<file path="config.mk">
export PLATFORM = sky130hd
export DESIGN_NAME = wat_div
export DESIGN_NICKNAME = d
export VERILOG_FILES = /design/src/windowed_average_tracker_top_defines.svh /design/src/wat_pkg.sv /design/src/wat_div.sv
export SDC_FILE = /design/constraint.sdc
export NUM_CORES = 1
export LEC_CHECK = 0
export BUFFER_PORTS_ARGS = -buffer_cell sky130_fd_sc_hd__buf_4
export CAP_MARGIN = 0
export CORE_MARGIN = 2
export CORE_UTILIZATION = 50
export DETAILED_ROUTE_END_ITERATION = 8
export MAX_ROUTING_LAYER = met4
export PLACE_DENSITY = 0.73
export RECOVER_POWER = 100
export SYNTH_ARGS = -nofsm -noshare
export SYNTH_HDL_FRONTEND = slang
export SYNTH_SLANG_ARGS = --single-unit
</file>
<file path="constraint.sdc">
create_clock -name clk -period 3.4 [get_ports clk]
set_input_delay 0.17 -clock clk [delete_from_list [all_inputs] [get_ports clk]]
set_output_delay 0.17 -clock clk [all_outputs]
set_load 0.01 [all_outputs]
</file>
<file path="src/windowed_average_tracker_top_defines.svh">
// Assertion macros shared by the windowed average tracker RTL.
// Included by files that carry concurrent checks; expects clk and rst_n in scope.
`ifndef WINDOWED_AVERAGE_TRACKER_TOP_DEFINES_SVH
`define WINDOWED_AVERAGE_TRACKER_TOP_DEFINES_SVH

// check sampled on clk, masked while in reset
`define WAT_ASSERT(lbl, prop, msg) \
  lbl: assert property (@(posedge clk) disable iff (!rst_n) (prop)) else $error(msg);

// check that also holds while reset is asserted
`define WAT_ASSERT_ALWAYS(lbl, prop, msg) \
  lbl: assert property (@(posedge clk) (prop)) else $error(msg);

`endif

</file>
<file path="src/wat_pkg.sv">
// Package for the windowed average tracker: widths, op codes, states, divider structs.
// No dependencies.
package wat_pkg;

  localparam int SAMPLE_W = 16;
  localparam int SLOPE_W  = 17;
  localparam int SUM_W    = 24;
  localparam int ADDR_W   = 8;
  localparam int DEPTH    = 256;
  localparam int CNT_W    = 9;
  localparam int LOG_W    = 4;
  localparam int MAX_LOG  = 8;
  localparam int DIVC_W   = 5;
  localparam int OUT_W    = 56;

  localparam logic [1:0] OP_ADD   = 2'd0;
  localparam logic [1:0] OP_TRIM  = 2'd1;
  localparam logic [1:0] OP_CLEAR = 2'd2;

  localparam logic [LOG_W-1:0] WINDOW_RST = 4'd3;
  localparam logic signed [SAMPLE_W-1:0] MIN_RST = 16'sh7FFF;
  localparam logic signed [SAMPLE_W-1:0] MAX_RST = 16'sh8000;

  typedef enum logic [10:0] {
    S_IDLE   = 11'b000_0000_0001,
    S_ADD_RD = 11'b000_0000_0010,
    S_ADD_DA = 11'b000_0000_0100,
    S_ADD_DS = 11'b000_0000_1000,
    S_T1A    = 11'b000_0001_0000,
    S_T1B    = 11'b000_0010_0000,
    S_T2A    = 11'b000_0100_0000,
    S_T2B    = 11'b000_1000_0000,
    S_T3     = 11'b001_0000_0000,
    S_T4     = 11'b010_0000_0000,
    S_FIN    = 11'b100_0000_0000
  } state_t;

  typedef struct packed {
    logic                    start;
    logic signed [SUM_W-1:0] dividend;
    logic [CNT_W-1:0]        divisor;
  } div_req_t;

  typedef struct packed {
    logic                    busy;
    logic                    done;
    logic signed [SUM_W-1:0] quotient;
  } div_rsp_t;

endpackage

</file>
<file path="src/wat_div.sv">
// Serial signed divider, one quotient bit per cycle, truncating toward zero.
// Depends on wat_pkg.
module wat_div import wat_pkg::*; (
  input  logic     clk,
  input  logic     rst_n,
  input  div_req_t req,
  output div_rsp_t rsp
);

  logic              busy_r, done_r, neg_r;
  logic [DIVC_W-1:0] cnt_r;
  logic [SUM_W-1:0]  mag_r;
  logic [CNT_W:0]    rem_r;
  logic [CNT_W-1:0]  d_r;
  logic [CNT_W:0]    trial;
  logic              qbit;

  // restoring step
  always_comb begin
    trial = {rem_r[CNT_W-1:0], mag_r[SUM_W-1]};
    qbit  = (trial >= {1'b0, d_r});
  end

  always_ff @(posedge clk) begin
    if (!rst_n) begin
      busy_r <= 1'b0;
      done_r <= 1'b0;
      cnt_r  <= '0;
    end else begin
      done_r <= 1'b0;
      if (req.start) begin
        busy_r <= 1'b1;
        cnt_r  <= '0;
        neg_r  <= req.dividend[SUM_W-1];
        mag_r  <= req.dividend[SUM_W-1] ? SUM_W'(-req.dividend) : SUM_W'(req.dividend);
        rem_r  <= '0;
        d_r    <= req.divisor;
      end else if (busy_r) begin
        rem_r <= qbit ? trial - {1'b0, d_r} : trial;
        mag_r <= {mag_r[SUM_W-2:0], qbit};
        cnt_r <= cnt_r + 1'b1;
        if (cnt_r == DIVC_W'(SUM_W - 1)) begin
          busy_r <= 1'b0;
          done_r <= 1'b1;
        end
      end
    end
  end

  assign rsp.busy     = busy_r;
  assign rsp.done     = done_r;
  assign rsp.quotient = neg_r ? -$signed(mag_r) : $signed(mag_r);

endmodule

</file>
==> results.yml, run 1 <==
pwr:
  ir_worst_vdd_mv: 0.171
  pwr_density_cell_nw_per_um2: 405
  cellLeakagePower_nw: 1.46
cells_and_area:
  antenna_cells: 0
  finalInstanceArea_um2: 3850
  nets: 439
  layout-drive-gt1-share_pct: 13.3
  syn_to_final_growth_pct: 14.2
  fillers: 571
  finalNonFillerCells: 468
sta:
  setup_viol: 0
  skew_ns: 0.0128
  fin_setup_tns_ns: 0
  fmax_mhz: 348
  hold_ws_ns: 0.0482
  fin_crit_sh_pct: 84.4
  slew_violations: 62
  tightest_slew_ns: 2.51
  rsz0062_at_grt: "no"
  hold_viol_final: 0
  slew_headroom_pct: -67.4
  period_minus_slack_ns: 2.87
drt:
  drt_iter0_markers: 142
  drt_pre_antenna_iters: 4
  avgRoutedWirePerCell_um: 15.3
  ant_nets: 0
  num_vias: 2658
  drc: 0
  totalWireLength_um: 7170
  vias_per_cell: 5.68
setup_path:
  slowest_stage: "or4_1"
  worstRegToRegCells: 10
  crit_path_start_kind: "flip-flop"
  max_stage_delay_ns: 0.53
  reg2reg_to: "rem_r[4]"
  r2r_start: "mag_r[23]"
  crit_top_cell: "or3_1"
  cp_max_fo: 4
  r2r_slack_ns: 0.59
  crit_family: "simple AND/OR/NAND/NOR gates"
  end_kind: "output pin"
  cp.arrival_ns: 2.70
  cp_cell_sequence: "or4_1, or3_1, or3_1, o31ai_1, xnor2_1, clkbuf_1"
  critPathBufInv: 1
  criticalPathCategory: "reg -> out"
  cp.required_ns: 3.23
placed_design:
  globalplace.congestion: 0.894
  placed_cells: 460
  dp_hpwl_um: 5170
  port_buffers: 61
  place_area_um2: 3870
synthesis:
  synthAdderAreaFrac_pct: 5.05
  ys.flop_type: "edfxtp_1"
  syn-instance-count: 337
  yosysMostFrequentCell: "edfxtp_1"
  synth_cell_types: 50
  yosys.area_share.simple_pct: 15.1
  yosys_warnings: 0
  synthesis.area_um2: 3370
  syn_nets: 386
  synth.area.top_cells: "edfxtp_1 38%, xnor2_1 7.8%, xor2_1 5.7%"
  ys_seq_elements: 50
  yosys-top-cells-count: "43 x edfxtp_1, 37 x nor2_1, 30 x xnor2_1"
  synth_top_area_cell: "edfxtp_1"
  muxShareOfSynthArea_pct: 2.71
  synth_xor_area_share_pct: 13.5
  post-synth-top-area-fraction_pct: 38.3
  synth_compound_area_share_pct: 16.6
  ys_seq_area_share_pct: 42.4
  synthArstFlopShare_pct: 0
  synth_top_family_by_area: "compound AO/OA/AOI/OAI gates"
  synth.avg_cell_area_um2: 10.0
  synth_edf_count: 43
floorplan:
  die-area_um2: 7420
  core_um2: 6420
  rows: 29
  die_h_um: 86.1
  io_pins: 62
  die_w_um: 86.1
  start_util_pct: 52.5
cts:
  cts_tree: "yes"
  cts_buffer_depth: 2
  cts_resized: 0
  path_clk_slew_ns: 0.10
  cts-root-buf: "clkbuf_8"
  cts.sinks: 50
  post_cts_buffers: 0
  postCtsHoldBufs: 0
  htreeDepth: 2
  clkLatencyLatePin_ns: 0.31
  cts_made_buffers: 5
global_route:
  antenna_found_initial: 0
  track_usage_pct: 21.0
  grt_pass1_wl_um: 12100
  grt_overflow_total: 0
  grt_max_degree: 62
  grt_pass1_vias: 2613
worst_hold_path:
  hp-class: "in -> reg"
  hp-start: "req[3]"
  hold_path_end: "d_r[3]"
  worstHoldPathCells: 1
status:
  run_status: "finished with violations"
  violations: "max-capacitance violations, max-slew violations"
flow_run:
  maxCapViolCount: 1
## flip-flops by register name, indices dropped and copies added, names as in the netlist
register and cells:
rem_r 9, cnt_r 5, neg_r 1, mag_r 24, busy_r 1, done_r 1, d_r 9
## how the worst max path moves through the flow
stage,cells after the start,startpoint,slack (ns),to
4_1_cts,6,mag_r[12],0.58,rsp[20]
3_5_place_dp,6,mag_r[12],0.91,rsp[20]
2_1_floorplan,10,mag_r[23],0.74,rem_r[2]
5_1_grt,2,req[33],0.27,d_r[0]
3_3_place_gp,6,mag_r[13],0.92,rsp[20]
6_report,6,mag_r[12],0.53,rsp[20]
## routing by layer
layer,vias up,track usage [%],part of all wire [%]
li1,1329,-,-
met1,1260,27.3,48
met2,65,33.8,48
met3,4,3.27,3.7
met4,0,6.20,0.57
met5,-,-,0
## kinds of logic (layout without fill, tap and decap cells)
logic type	after synthesis	after routing
flops	50	50
buf+inv	36	90
mux	9	9
compound gates	80	80
xor+xnor	52	52
fa+ha+maj	13	13
simple gates	97	97
## layout make-up
type	count	area [um^2]	share of cell area (%)
multi-input combinational	251	1780	46.2
sequential	50	1430	37.2
timing repair buffer	64	372	9.65
clock buffer	7	97.6	2.53
tap	77	96.3	2.50
inverter	18	67.6	1.75
clock inverter	1	6.26	0.162
## per-stage QoR
step | worst slack, ns | power (mW) | util (%)
after CTS | 0.579 | 1.60 | 61.8
after global placement | 0.920 | 1.20 | 60.2
final | 0.529 | 1.56 | 60.0
after global routing | 0.267 | 1.64 | 60.0
after floorplan | 0.738 | 1.04 | -
after detailed placement | 0.909 | 1.21 | 60.2
## where the power goes
group / internal, mW / switching, mW
clock network: 0.191 / 0.207
registers: 0.724 / 0.0398
logic: 0.180 / 0.218
total: 1.10 / 0.465
## placed cells by master, fill, tap and decap left out, types with 2 or more instances in the layout
| cell | Yosys | routed |
|---|---|---|
| mux2i_1 | 8 | 8 |
| nor2_1 | 37 | 37 |
| edfxtp_1 | 43 | 43 |
| a211oi_1 | 2 | 2 |
| o31ai_1 | 20 | 20 |
| a21oi_1 | 25 | 25 |
| or4_4 | 2 | 2 |
| o41ai_1 | 5 | 5 |
| xnor2_1 | 30 | 30 |
| xor2_1 | 22 | 22 |
| nand3b_1 | 4 | 4 |
| o21a_1 | 3 | 3 |
| nand2_1 | 16 | 16 |
| or2_2 | 3 | 3 |
| and3_1 | 3 | 3 |
| clkbuf_1 | 12 | 30 |
| or4_1 | 6 | 6 |
| inv_1 | 18 | 18 |
| buf_4 | 3 | 26 |
| dfxtp_1 | 7 | 7 |
| nor4_1 | 4 | 4 |
| a21o_1 | 4 | 4 |
| o21ai_0 | 10 | 10 |
| ha_1 | 12 | 12 |
| clkbuf_8 | 0 | 5 |
| nand2b_1 | 4 | 4 |
| nand4_1 | 3 | 3 |
| clkbuf_4 | 0 | 9 |
| nand4b_1 | 2 | 2 |
| a21boi_0 | 2 | 2 |
| or3_1 | 5 | 6 |
| nor2b_1 | 2 | 2 |
(Power assumes the default switching activity.)
==> run 2, diff against run 1 <==
clock period = 3 ns   (was 3.4 ns; I/O delays follow)
==> results.yml, run 2 (same netlist as run 1, synthesis figures left out) <==
status:
  run_status: "complete, no violations"
drt:
  ant_nets: 0
  drt_pre_antenna_iters: 4
  drc: 0
  drt_iter0_markers: 155
  totalWireLength_um: 7230
  wl_met2_um: 3410
  drt-met1-wl_um: 3400
  highest_layer: "met4"
  vias_per_cell: 5.64
  avgRoutedWirePerCell_um: 15.3
  dr_wl_met3_um: 294
  num_vias: 2668
cts:
  cts-root-buf: "clkbuf_8"
  htreeDepth: 2
  cts_buffer_depth: 2
  cts.sinks: 50
  path_clk_slew_ns: 0.10
  cts_tree: "yes"
  post_cts_buffers: 0
  clkLatencyLatePin_ns: 0.32
  cts_made_buffers: 5
setup_path:
  cp.required_ns: 2.85
  max_stage_delay_ns: 0.54
  r2r_slack_ns: 0.24
  r2r_start: "mag_r[23]"
  slowest_stage: "or4_1"
  critPathBufInv: 1
  cp_cell_sequence: "or4_1, or3_1, or3_1, o31ai_1, xnor2_1, buf_4"
  crit_top_cell: "or3_1"
  cp.arrival_ns: 2.68
  end_kind: "output pin"
  crit_path_start_kind: "flip-flop"
  cp_max_fo: 4
  worstRegToRegCells: 10
  crit_family: "simple AND/OR/NAND/NOR gates"
  reg2reg_to: "rem_r[6]"
  criticalPathCategory: "reg -> out"
pwr:
  cellLeakagePower_nw: 1.45
  pwr_density_cell_nw_per_um2: 449
  power_mw: 1.73
  ir_worst_vdd_mv: 0.230
floorplan:
  rows: 29
  die_w_um: 86.1
  die_h_um: 86.1
  core_um2: 6420
  io_pins: 62
  start_util_pct: 52.5
  die-area_um2: 7420
cells_and_area:
  multi_input_area_um2: 1750
  regMostFlops: "mag_r"
  fillers: 569
  layout-drive-gt1-share_pct: 12.1
  seqCellArea_um2: 1430
  antenna_cells: 0
  finalInstanceArea_um2: 3840
  final_util_pct: 59.9
  largest_reg_flops: 24
  nets: 444
  layout_common_cells: "43 x edfxtp_1, 37 x nor2_1, 31 x clkbuf_1, 30 x xnor2_1, 25 x a21oi_1"
  syn_to_final_growth_pct: 14.0
  final_common_cell: "edfxtp_1"
  reg_top3: "mag_r: 24 flops, d_r: 9 flops, rem_r: 9 flops"
sta:
  slew_headroom_pct: 24.2
  setup_viol: 0
  tightest_slew_ns: 1.14
  fmax_mhz: 354
  fin_crit_sh_pct: 94.3
  fin_ws_ns: 0.172
  hold_viol_final: 0
  rsz0062_at_grt: "no"
  slew_violations: 0
  skew_ns: 0.0241
  fin_setup_tns_ns: 0
  period_minus_slack_ns: 2.83
placed_design:
  port_buffers: 61
  dp_slack_ns: 0.475
  dp_hpwl_um: 5180
  place_area_um2: 3870
  globalplace.congestion: 0.899
flow_run:
  maxCapViolCount: 0
worst_hold_path:
  hp-class: "in -> reg"
  worstHoldPathCells: 1
  hp-start: "req[8]"
  hold_path_end: "d_r[8]"
global_route:
  antenna_found_initial: 0
  grt_pass1_vias: 2596
  track_usage_pct: 20.9
  grt_max_degree: 62
  grt_pass1_wl_um: 12000
  grt_overflow_total: 0
## run 2: cell types whose count changed in the layout (fill, tap and decap cells not counted), sizes merged
cell         delta
buf             -3
clkbuf          +2
dlygate4sd3     +5
inv             +1
## run 2: repair_timing
item | CTS | global route
endpoints found under the hold margin | 4 | 1
hold buffers | 4 | 1
resized for setup | 0 | 0
setup endpoints to repair | 0 | 0
## run 2: worst max path at each step
stage	startpoint	endpoint	slack, ns	depth (start not counted)
2_1_floorplan	mag_r[23]	rem_r[2]	0.34	10
3_3_place_gp	mag_r[13]	rsp[20]	0.54	6
3_5_place_dp	mag_r[23]	rem_r[6]	0.47	10
4_1_cts	mag_r[12]	rsp[18]	0.20	6
5_1_grt	mag_r[12]	rsp[20]	0.05	6
6_report	mag_r[12]	rsp[18]	0.17	6
## run 2: worst register-to-register path: cells and delay by family, from the launching register on
family / cells / cell delay [ns]
AOI/OAI and AO/OA: 3 / 0.65
adders and majority gates: 2 / 0.58
buffers and inverters: 3 / 0.53
DFF: 1 / 0.43
muxes: 1 / 0.24
and+or+nand+nor: 1 / 0.06
## run 2: routing by layer
layer | GRT usage (%) | vias up
li1 | - | 1341
met1 | 27.4 | 1251
met2 | 32.6 | 65
met3 | 4.23 | 11
met4 | 6.49 | 0
met5 | - | -
## run 2: final cells by class
cell class              instances  share of cell area, %
multi-input cells             251                   45.6
clock inverters                 2                  0.325
repair buffers                 69                   10.7
clock buffers                   6                   1.89
inverters                      18                   1.76
flip-flops and latches         50                   37.2
well taps                      77                   2.51
## run 2: power breakdown
group          total [mW]  leakage [nW]  internal, mW  switching, mW
logic               0.455         0.936         0.207          0.248
registers           0.866         0.464         0.821         0.0450
clock network       0.407        0.0461         0.167          0.241
## run 2: through the flow
stage / instances / hold WS (ns)
global route: 473 / 0.0251
detailed placement: 460 / 0.329
global placement: 460 / 0.328
floorplan: 337 / 0.249
finish: 473 / 0.0411
CTS: 472 / 0.000133
